## src/rtl/mpi_pkg.sv

```systemverilog
// Shared constants, types and the control program of the modular power unit.
// Used by mpi_modmul and modular_power_and_inverse; depends on nothing.
`default_nettype none

package mpi_pkg;

	localparam int unsigned VAL_W = 20;
	localparam int unsigned EXP_W = 63;
	localparam int unsigned EREG_W = 64;
	localparam int unsigned PROD_W = 2 * VAL_W;
	localparam int unsigned RED_W = VAL_W + 2;
	localparam int unsigned PC_W = 3;
	localparam int unsigned CNT_W = 5;

	localparam logic OP_POWER = 1'b0;
	localparam logic OP_INVERSE = 1'b1;

	localparam logic [VAL_W-1:0] MOD_VAL = 20'd1000003;
	localparam logic [VAL_W-1:0] ORDER_VAL = 20'd1000002;
	localparam logic [VAL_W-1:0] INV_EXP = 20'd1000001;
	localparam logic [VAL_W:0] RECIP = 21'd1099508;
	localparam logic [CNT_W-1:0] RED_LAST = 5'd31;

	localparam logic [PC_W-1:0] PC_IDLE = 3'd0;
	localparam logic [PC_W-1:0] PC_RED = 3'd1;
	localparam logic [PC_W-1:0] PC_TEST = 3'd2;
	localparam logic [PC_W-1:0] PC_MUL = 3'd3;
	localparam logic [PC_W-1:0] PC_SQR = 3'd4;
	localparam logic [PC_W-1:0] PC_WAIT = 3'd5;
	localparam logic [PC_W-1:0] PC_LOOP = 3'd6;
	localparam logic [PC_W-1:0] PC_DONE = 3'd7;

	localparam logic [2:0] C_NONE = 3'd0;
	localparam logic [2:0] C_ALWAYS = 3'd1;
	localparam logic [2:0] C_NSTART = 3'd2;
	localparam logic [2:0] C_CNT = 3'd3;
	localparam logic [2:0] C_EZERO = 3'd4;
	localparam logic [2:0] C_BUSY = 3'd5;

	typedef struct packed {
		logic valid;
		logic dest_sq;
		logic wr_en;
	} mul_tag_t;

	typedef struct packed {
		logic issue;
		logic dest_sq;
		logic shift_e;
		logic red_step;
		logic done;
		logic [2:0] cond;
		logic [PC_W-1:0] target;
	} uop_t;

	function automatic uop_t ucode(input logic [PC_W-1:0] pc);
		uop_t u;
		u = '0;
		case (pc)
			PC_IDLE: begin
				u.cond = C_NSTART;
				u.target = PC_IDLE;
			end
			PC_RED: begin
				u.red_step = 1'b1;
				u.cond = C_CNT;
				u.target = PC_RED;
			end
			PC_TEST: begin
				u.cond = C_EZERO;
				u.target = PC_DONE;
			end
			PC_MUL: begin
				u.issue = 1'b1;
			end
			PC_SQR: begin
				u.issue = 1'b1;
				u.dest_sq = 1'b1;
				u.shift_e = 1'b1;
			end
			PC_WAIT: begin
				u.cond = C_BUSY;
				u.target = PC_WAIT;
			end
			PC_LOOP: begin
				u.cond = C_ALWAYS;
				u.target = PC_TEST;
			end
			PC_DONE: begin
				u.done = 1'b1;
				u.cond = C_ALWAYS;
				u.target = PC_IDLE;
			end
			default: begin
				u.cond = C_ALWAYS;
				u.target = PC_IDLE;
			end
		endcase
		return u;
	endfunction

endpackage

`default_nettype wire

```

## src/rtl/modular_power_and_inverse.sv

```systemverilog
// Top level: modular power and inverse modulo 1000003, run by a microcoded sequencer.
// Depends on mpi_pkg and mpi_modmul.
//
//   channel   handshake          fields
//   command   start / busy       op, base, exponent
//   result    done (strobe)      result
//
// A transaction is accepted when start is high and busy is low.
// The exponent is first reduced modulo 1000002 two bits per cycle.
// Each remaining exponent bit then costs a multiply and a square on the shared
// three-stage modular multiplier; the sequencer waits for both to drain before
// it takes the next bit. The reduced exponent is at most 20 bits long.
// The result is shown for one cycle with done; the receiver cannot stall it.
// Reset clears the sequencer; no clearing pass is needed.
`default_nettype none

module modular_power_and_inverse
	import mpi_pkg::*;
(
	input  wire logic             clk,
	input  wire logic             arst_n,
	input  wire logic             start,
	output logic                  busy,
	input  wire logic             op,
	input  wire logic [VAL_W-1:0] base,
	input  wire logic [EXP_W-1:0] exponent,
	output logic                  done,
	output logic [VAL_W-1:0]      result
);

	localparam logic [RED_W-1:0] ORD_X1 = RED_W'(ORDER_VAL);
	localparam logic [RED_W-1:0] ORD_X2 = RED_W'(2 * ORDER_VAL);
	localparam logic [RED_W-1:0] ORD_X3 = RED_W'(3 * ORDER_VAL);

	logic [PC_W-1:0] pc_q;
	logic [CNT_W-1:0] cnt_q;
	logic [EREG_W-1:0] e_q;
	logic [VAL_W-1:0] rem_q;
	logic [VAL_W-1:0] acc_q;
	logic [VAL_W-1:0] sq_q;

	uop_t uop;
	logic accept;
	logic take;
	logic [PC_W-1:0] pc_next;
	logic [RED_W-1:0] red_v;
	logic [RED_W-1:0] red_r;
	mul_tag_t issue_tag;
	mul_tag_t wb_tag;
	logic [VAL_W-1:0] mul_a;
	logic [VAL_W-1:0] wb_val;
	logic pipe_busy;

	assign uop = ucode(pc_q);
	assign accept = start && !busy;

	always_comb begin
		case (uop.cond)
			C_NONE: take = 1'b0;
			C_ALWAYS: take = 1'b1;
			C_NSTART: take = !start;
			C_CNT: take = (cnt_q != '0);
			C_EZERO: take = (rem_q == '0);
			C_BUSY: take = pipe_busy;
			default: take = 1'b1;
		endcase
		pc_next = take ? uop.target : pc_q + PC_W'(1);
	end

	always_comb begin
		red_v = {rem_q, e_q[EREG_W-1:EREG_W-2]};
		if (red_v >= ORD_X3) begin
			red_r = red_v - ORD_X3;
		end else if (red_v >= ORD_X2) begin
			red_r = red_v - ORD_X2;
		end else if (red_v >= ORD_X1) begin
			red_r = red_v - ORD_X1;
		end else begin
			red_r = red_v;
		end
	end

	always_comb begin
		issue_tag.valid = uop.issue;
		issue_tag.dest_sq = uop.dest_sq;
		issue_tag.wr_en = uop.dest_sq | rem_q[0];
		mul_a = uop.dest_sq ? sq_q : acc_q;
	end

	mpi_modmul u_modmul (
		.clk       (clk),
		.arst_n    (arst_n),
		.in_tag    (issue_tag),
		.a         (mul_a),
		.b         (sq_q),
		.out_tag   (wb_tag),
		.r         (wb_val),
		.pipe_busy (pipe_busy)
	);

	always_ff @(posedge clk or negedge arst_n) begin
		if (!arst_n) begin
			pc_q <= PC_IDLE;
			cnt_q <= '0;
		end else begin
			pc_q <= pc_next;
			if (accept) begin
				cnt_q <= RED_LAST;
			end else if (uop.red_step && cnt_q != '0) begin
				cnt_q <= cnt_q - CNT_W'(1);
			end
		end
	end

	always_ff @(posedge clk) begin
		if (accept) begin
			e_q <= (op == OP_INVERSE) ? EREG_W'(INV_EXP) : EREG_W'(exponent);
			rem_q <= '0;
			acc_q <= VAL_W'(1);
			sq_q <= (base >= MOD_VAL) ? base - MOD_VAL : base;
		end else begin
			if (uop.red_step) begin
				e_q <= {e_q[EREG_W-3:0], 2'b00};
				rem_q <= red_r[VAL_W-1:0];
			end else if (uop.shift_e) begin
				rem_q <= {1'b0, rem_q[VAL_W-1:1]};
			end
			if (wb_tag.valid && wb_tag.wr_en) begin
				if (wb_tag.dest_sq) begin
					sq_q <= wb_val;
				end else begin
					acc_q <= wb_val;
				end
			end
		end
	end

	assign busy = (pc_q != PC_IDLE);
	assign done = uop.done;
	assign result = acc_q;

	a_done_busy: assert property (@(posedge clk) disable iff (!arst_n)
		done |-> busy)
		else $error("result strobe outside a transaction");

	a_accept_busy: assert property (@(posedge clk) disable iff (!arst_n)
		start && !busy |=> busy)
		else $error("accepted transaction did not raise busy");

	a_done_range: assert property (@(posedge clk) disable iff (!arst_n)
		done |-> result < MOD_VAL)
		else $error("result not reduced below the modulus");

	a_done_idle: assert property (@(posedge clk) disable iff (!arst_n)
		done |=> !busy && !pipe_busy)
		else $error("sequencer did not return to idle after the result");

endmodule

`default_nettype wire

```

## src/rtl/mpi_modmul.sv

```systemverilog
// Pipelined multiplier modulo 1000003 with Barrett reduction, three register stages.
// Depends on mpi_pkg for the modulus, the reciprocal and the tag type.
`default_nettype none

module mpi_modmul
	import mpi_pkg::*;
(
	input  wire logic             clk,
	input  wire logic             arst_n,
	input  wire mul_tag_t         in_tag,
	input  wire logic [VAL_W-1:0] a,
	input  wire logic [VAL_W-1:0] b,
	output mul_tag_t              out_tag,
	output logic [VAL_W-1:0]      r,
	output logic                  pipe_busy
);

	localparam logic [RED_W-1:0] MOD_X1 = RED_W'(MOD_VAL);
	localparam logic [RED_W-1:0] MOD_X2 = RED_W'(2 * MOD_VAL);

	mul_tag_t tag_s1, tag_s2, tag_s3;
	logic [PROD_W-1:0] p_s1, p_s2;
	logic [VAL_W:0] q_s2;
	logic [RED_W-1:0] r_s3;

	logic [PROD_W-1:0] prod_c;
	logic [PROD_W+1:0] qest_c;
	logic [PROD_W:0] qm_c;
	logic [RED_W-1:0] rem_c;

	assign prod_c = a * b;
	assign qest_c = p_s1[PROD_W-1:VAL_W-1] * RECIP;
	assign qm_c = q_s2 * MOD_VAL;
	assign rem_c = p_s2[RED_W-1:0] - qm_c[RED_W-1:0];

	always_ff @(posedge clk or negedge arst_n) begin
		if (!arst_n) begin
			tag_s1 <= '0;
			tag_s2 <= '0;
			tag_s3 <= '0;
		end else begin
			tag_s1 <= in_tag;
			tag_s2 <= tag_s1;
			tag_s3 <= tag_s2;
		end
	end

	always_ff @(posedge clk) begin
		p_s1 <= prod_c;
		p_s2 <= p_s1;
		q_s2 <= qest_c[PROD_W+1:VAL_W+1];
		r_s3 <= rem_c;
	end

	always_comb begin
		if (r_s3 >= MOD_X2) begin
			r = VAL_W'(r_s3 - MOD_X2);
		end else if (r_s3 >= MOD_X1) begin
			r = VAL_W'(r_s3 - MOD_X1);
		end else begin
			r = r_s3[VAL_W-1:0];
		end
	end

	assign out_tag = tag_s3;
	assign pipe_busy = tag_s1.valid | tag_s2.valid | tag_s3.valid;

endmodule

`default_nettype wire
```

## config.mk

```make
export PLATFORM = sky130hd
export DESIGN_NAME = modular_power_and_inverse
export DESIGN_NICKNAME = d
export VERILOG_FILES = /design/src/rtl/mpi_pkg.sv /design/src/rtl/modular_power_and_inverse.sv /design/src/rtl/mpi_modmul.sv
export SDC_FILE = /design/constraint.sdc
export NUM_CORES = 2
export LEC_CHECK = 0
export BUFFER_PORTS_ARGS = -buffer_cell sky130_fd_sc_hd__buf_2
export CAP_MARGIN = 20
export CELL_PAD_IN_SITES_DETAIL_PLACEMENT = 1
export CELL_PAD_IN_SITES_GLOBAL_PLACEMENT = 1
export CORE_MARGIN = 5
export CORE_UTILIZATION = 46
export CTS_CLUSTER_SIZE = 8
export DETAILED_ROUTE_END_ITERATION = 16
export PLACE_DENSITY_LB_ADDON = 0.1
export SYNTH_ARGS = -nofsm -noshare
export SYNTH_HDL_FRONTEND = slang
export SYNTH_SLANG_ARGS = --single-unit
```

## constraint.sdc

```tcl
create_clock -name clk -period 8.55 [get_ports clk]
set_input_delay 1.2825 -clock clk [delete_from_list [all_inputs] [get_ports clk]]
set_output_delay 1.2825 -clock clk [all_outputs]
set_load 0.03 [all_outputs]
```

Word level (Yosys, flattened, before mapping)
Index checks and enable logic that the tools add are counted.
{"block": "classes", "eq_ne": 11, "order_cmp": 6, "bitwise": 4, "addsub": 9, "n_mux": 24, "reduce_logical": 18, "n_mul": 3}
{"cell": "two-way mux 20 bit", "n": 12}
{"cell": "two-way mux 64 bit", "n": 2}
{"cell": "subtractor 20 bit, second input constant", "n": 6}
{"cell": "two-way mux 63 bit", "n": 1}
{"cell": "greater-or-equal comparator 22 x 20 -> 1 bit, second input constant", "n": 2}
{"cell": "greater-or-equal comparator 22 x 21 -> 1 bit, second input constant", "n": 2}
{"cell": "multiplier 20 x 20 -> 40 bit", "n": 1}
{"cell": "multiplier 21 x 19 -> 40 bit, second input constant", "n": 1}
{"cell": "case mux 6 bit (6 select lines)", "n": 1}
{"cell": "greater-or-equal comparator 22 bit, second input constant", "n": 1}
{"cell": "multiplier 21 x 20 -> 22 bit, second input constant", "n": 1}
{"cell": "subtractor 22 bit", "n": 1}
{"cell": "greater-or-equal comparator 20 bit, second input constant", "n": 1}
{"cell": "logical NOT 20 bit", "n": 1}
{"cell": "equality test 3 bit, second input constant", "n": 6}
{"cell": "equality test 3 x 2 -> 1 bit, second input constant", "n": 4}
{"cell": "two-way mux 5 bit", "n": 2}
{"cell": "nonzero test 2 bit", "n": 5}
{"cell": "logical NOT 3 bit", "n": 2}
{"cell": "case mux 1 bit (5 select lines)", "n": 1}
{"cell": "nonzero test 5 bit", "n": 1}
{"cell": "subtractor 5 x 1 -> 5 bit, second input constant", "n": 1}
{"cell": "AND reduction 2 bit", "n": 2}
{"cell": "adder 3 x 1 -> 3 bit, second input constant", "n": 1}
{"cell": "other kinds (10)", "n": 17}
{"block": "totals", "ff_bits": 246, "output_inout_bits": 22, "inputBits": 87, "elab_cells": 94}

Logic depth before layout (Yosys ltp)
{"block": "depth", "word_depth": 6, "mapped_depth": 35, "ltp_nobuf": 31}

Cells and area by module
From an unflattened synthesis, not the netlist that was laid out.
{"block": "hier_totals", "hier_cells": 3765, "area_unflattened_um2": 34667.0}
{"mod": "mpi_modmul", "n_inst": 1, "seq_area_each_um2": 2327.2, "area_each_um2": 26766.9, "cells_per_inst": 2839}
{"mod": "modular_power_and_inverse", "n_inst": 1, "seq_area_each_um2": 3523.4, "area_each_um2": 7900.1, "cells_per_inst": 926}

Least setup slack after synthesis
No wires, ideal clock.
{"block": "synth_timing", "path_kind": "flip-flop to flip-flop", "from": "register pc_q[0]", "to": "register u_modmul.p_s1[35]", "path_buffers": 4, "period_less_slack_ns": 7.999, "t_required_ns": 8.485, "t_arrival_ns": 7.934, "setup_ns": 0.065, "path_stages_with_launch": 32, "slack_ns": 0.551, "cell_sequence": "dfrtp_1 clkbuf_1 inv_1 ha_1 nand2_1 inv_1 buf_1 nand2_1 nand2_1 clkbuf_1 nand2_1 fa_1 inv_1 fa_1 fa_1 fa_1 fa_1 fa_1 inv_1 fa_1 inv_1 ha_1 clkbuf_1 o21ai_0 a21oi_1 a221o_1 nand2_1 o21ai_0 o41ai_1 o311ai_0 and4_1 nor2_1"}
{"block": "synth_between", "elab_chain_cells": 4}
{"item": "start: declaration", "line": "modular_power_and_inverse.sv:35", "source": "logic [PC_W-1:0] pc_q;"}
{"item": "start signal: assignment", "line": "modular_power_and_inverse.sv:106", "source": "pc_q <= pc_next;"}
{"item": "equality test 3 bit", "line": "mpi_pkg.sv:59", "source": "case (pc)"}
{"item": "two-way mux 2 bit", "line": "mpi_pkg.sv:59"}
{"item": "two-way mux 20 bit", "line": "modular_power_and_inverse.sv:87", "source": "mul_a = uop.dest_sq ? sq_q : acc_q;"}
{"item": "multiplier 20 x 20 -> 40 bit", "line": "mpi_modmul.sv:31", "source": "assign prod_c = a * b;"}
{"item": "via u_modmul.prod_c[35]", "line": "mpi_modmul.sv:26", "source": "logic [PROD_W-1:0] prod_c;"}
{"item": "end signal: assignment", "line": "mpi_modmul.sv:49", "source": "p_s1 <= prod_c;"}
{"item": "end: declaration", "line": "mpi_modmul.sv:22", "source": "logic [PROD_W-1:0] p_s1, p_s2;"}
The timed path passes the listed nets, and every way through them passes these cells.
A chain may end at the register's enable or synchronous reset.

Worst setup path in the final report
{"block": "layout_timing", "from": "register pc_q[0]", "to": "register u_modmul.p_s1[39]"}
Same word-level chain as after synthesis.

==> flow_metrics.tcl <==
set metrics [dict create \
    crit_type "reg2reg" \
    p_total_mw 2.71 \
    areaGrowthSynthToFinish_pct 8.42 \
    instances_no_fill 4836 \
    place.port_buffers 108 \
    die_h_microns 283 \
    crit_arrival_ps 8480 \
    coreArea_sq_um 74200 \
    gr-total-overflow 0 \
    htree_levels 2 \
    min-delay-start "u_modmul.p_s1[4]" \
    synth_edf_count 84 \
    ys_types 74 \
    synth_top_flop_cell "dfxtp_1" \
    setup_viol 0 \
    cpPeakStageDelay_ps 560 \
    antenna_found_initial 5 \
    synthMuxAreaShare_pct 0.419 \
    synth_xor_area_share_pct 3.78 \
    synth_fp_nets 4789 \
    drive_gt1_share_pct 6.24 \
    cts_made_buffers 39 \
    yosys_warnings 0 \
    fin_skew_ps 34.0 \
    drt-vias-per-instance 5.28 \
    syn_area_sq_um 34300 \
    ys_seq_area_share_pct 17.0 \
    min_period_ps 8020 \
    worstRegToRegCells 30 \
    cts_tree "yes" \
    drc 0 \
    dp_cells 4767 \
    drt_wl_total_microns 97200 \
    finalCritPeriodShare_pct 93.8 \
    die_area_sq_um 80200 \
    grt_pass1_wl_microns 155000 \
    slew_viol_final 0 \
    clock_path_buffers 3 \
    first_pass_iters 5 \
    hold_violations 0 \
    async_flop_share_pct 6.91 \
    hold_path.class "reg2reg" \
    grt_usage_pct 24.1 \
    vias 25500 \
    worstSetupStartpointType "flip-flop" \
    relSlewSlack_pct 28.4 \
    whs_endpoint "u_modmul.p_s2[4]" \
    vdd_ir_drop_max_mv 0.128 \
    post_cts_buffers 0 \
    drt_iter0_markers 1120 \
    worstReg2RegStart "pc_q[0]" \
    cts_sinks 246 \
    worst_skew_pair.late_latency_ps 560 \
    cp_slowest_cell "fa_1" \
    io_pins 109 \
    synth_compound_area_share_pct 8.34 \
    cp_max_fo 18 \
    cap_viol_max_count 0 \
    hpwlAfterDp_microns 78800 \
    cp_common_cell "fa_1" \
    crit_family "adder cells" \
    first_global_vias 28000 \
    clk_pin_slew_ps 50 \
    drtAntennaViolNets 0 \
    rsz0062_at_grt "false" \
    cp-end-kind "flip-flop" \
    ctsRootBufferMaster "clkbuf_16" \
    p_leak_nw 18.7 \
    reg2reg_slack_ps 530 \
    fmaxAchievable_ghz 0.125 \
    rows 100 \
    synth-seq-cells 246 \
    avgSynthCellArea_sq_um 9.11 \
    synth_top_family_by_area "adder cells" \
    place.gp.congestion 0.875 \
    crit_required_ps 9020 \
    grt_max_degree 108 \
    nets 4860 \
    timing.rr.end "u_modmul.p_s1[39]" \
    synth-adder-area-share_pct 45.4 \
    worstMarginPinSlew_ps 1070 \
    p_per_area_nw_per_um2 72.8 \
    drt-wirelength-per-cell_microns 20.1 \
    tns_ps 0 \
    status "complete, no violations" \
    min_path_cells 0 \
    syn-instance-count 3769 \
    crit_buf_inv 8 \
    start_util_pct 46.3 \
    die_w_microns 283 \
    synthSimpleGateAreaFrac_pct 14.8 \
]
[per-stage QoR]
step	setup slack [ps]	area, sq um	hold WS (ps)	util (%)
6_report	534	37200	324	50.2
2_1_floorplan	551	34300	310	-
4_1_cts	60.4	37200	324	50.1
3_5_place_dp	85.5	36000	313	48.5
5_1_grt	106	37200	336	50.2
3_3_place_gp	274	36000	313	48.5
[flip-flops by register name, indices dropped and copies added, names as in the netlist]
register and count:
pc_q 3, rem_q 20, cnt_q 5, u_modmul.p_s2 22
u_modmul.tag_s2 3, u_modmul.out_tag 3, e_q 64, result 20
u_modmul.q_s2 21, sq_q 20, u_modmul.p_s1 40, u_modmul.tag_s1 3
u_modmul.r_s3 22
[cells in the mapped netlist (6+ instances only)]
master    instances  area, sq um
and4_1            6         52.6
or4_1             7         52.6
ha_1            414         5180
and3_1           16          100
fa_1            519        10400
nor3_1           34          170
inv_1           789         2960
or3_1            13         81.3
a31oi_1          21          131
o21bai_1         13         97.6
dfrtp_1          17          425
clkbuf_1        136          510
a21oi_1         127          636
o22ai_1           8         50.1
nor4_1           10         62.6
xnor2_1          95          832
a21boi_0         11         82.6
dfxtp_1         145         2900
edfxtp_1         84         2520
xor2_1           53          464
nand3b_1         55          413
mux2i_1          11          110
nand4_1          10         62.6
nand2b_1         15         93.8
o21ai_0         106          531
o21a_1           26          195
nand3_1          42          210
a211o_1           9         78.8
a21o_1           45          338
nor2_1           89          334
nor2b_1          11         68.8
a211oi_1         16          120
and2_1          210         1310
nand2_1         509         1910
a221oi_1          7         61.3
o31a_1            6         52.6
[cell families after synthesis]
family	count (synthesis)
xor+xnor	148
compound gates	450
flops	246
simple gates	1047
buf+inv	931
fa+ha+maj	933
mux	14
[cell usage in the layout, fill, tap and decap left out, types with 15 or more instances in the layout]
master and instances:
nand3b_1 55, o21a_1 26, inv_1 788, a21oi_1 126, nand2b_1 15, buf_2 108, and2_1 209, clkbuf_16 39
o21ai_0 104, edfxtp_1 84, buf_4 64, dfrtp_1 17, nand2_1 505, xnor2_1 95, xor2_1 53, a211oi_1 16
nor2_1 89, fa_1 519, nor3_1 34, clkbuf_1 16, dfxtp_1 145, a21o_1 45, ha_1 414, nand3_1 42
and3_1 16, a31oi_1 21
[how the worst max path moves through the flow]
stage	start	endpoint	slack, ps	cells past startpoint
2_1_floorplan	pc_q[0]	u_modmul.p_s1[35]	550	31
3_3_place_gp	pc_q[0]	u_modmul.p_s1[35]	270	32
3_5_place_dp	pc_q[0]	u_modmul.p_s1[35]	90	32
4_1_cts	pc_q[0]	u_modmul.p_s1[35]	60	32
5_1_grt	pc_q[0]	u_modmul.p_s1[39]	110	30
6_report	pc_q[0]	u_modmul.p_s1[39]	530	30
[power by group]
| group | internal, mW | switching [mW] |
|---|---|---|
| Clock | 0.891 | 0.571 |
| Combinational | 0.0222 | 0.0211 |
| Sequential | 1.20 | 0 |
| Total | 2.12 | 0.592 |
[routing by layer]
layer  wire [microns]  GRT usage (%)
met4             2440           5.88
met2            46800           40.9
met5               27              0
met3             4480           4.11
met1            43400           32.4
[final cells by class]
class,instances,area (sq um)
diodes,4,10.0
inverters,789,2960
multi-input cells,2592,25000
fillers,8578,37000
clock inverters,7,103
flip-flops and latches,246,5850
well taps,969,1210
repair buffers,172,1020
clock buffers,57,1060
[timing repair]
action,in CTS,in global routing
hold buffers,0,0
setup endpoints to repair,0,6
resized for setup,0,7
hold endpoints to repair,0,0
(Power assumes the default switching activity.)
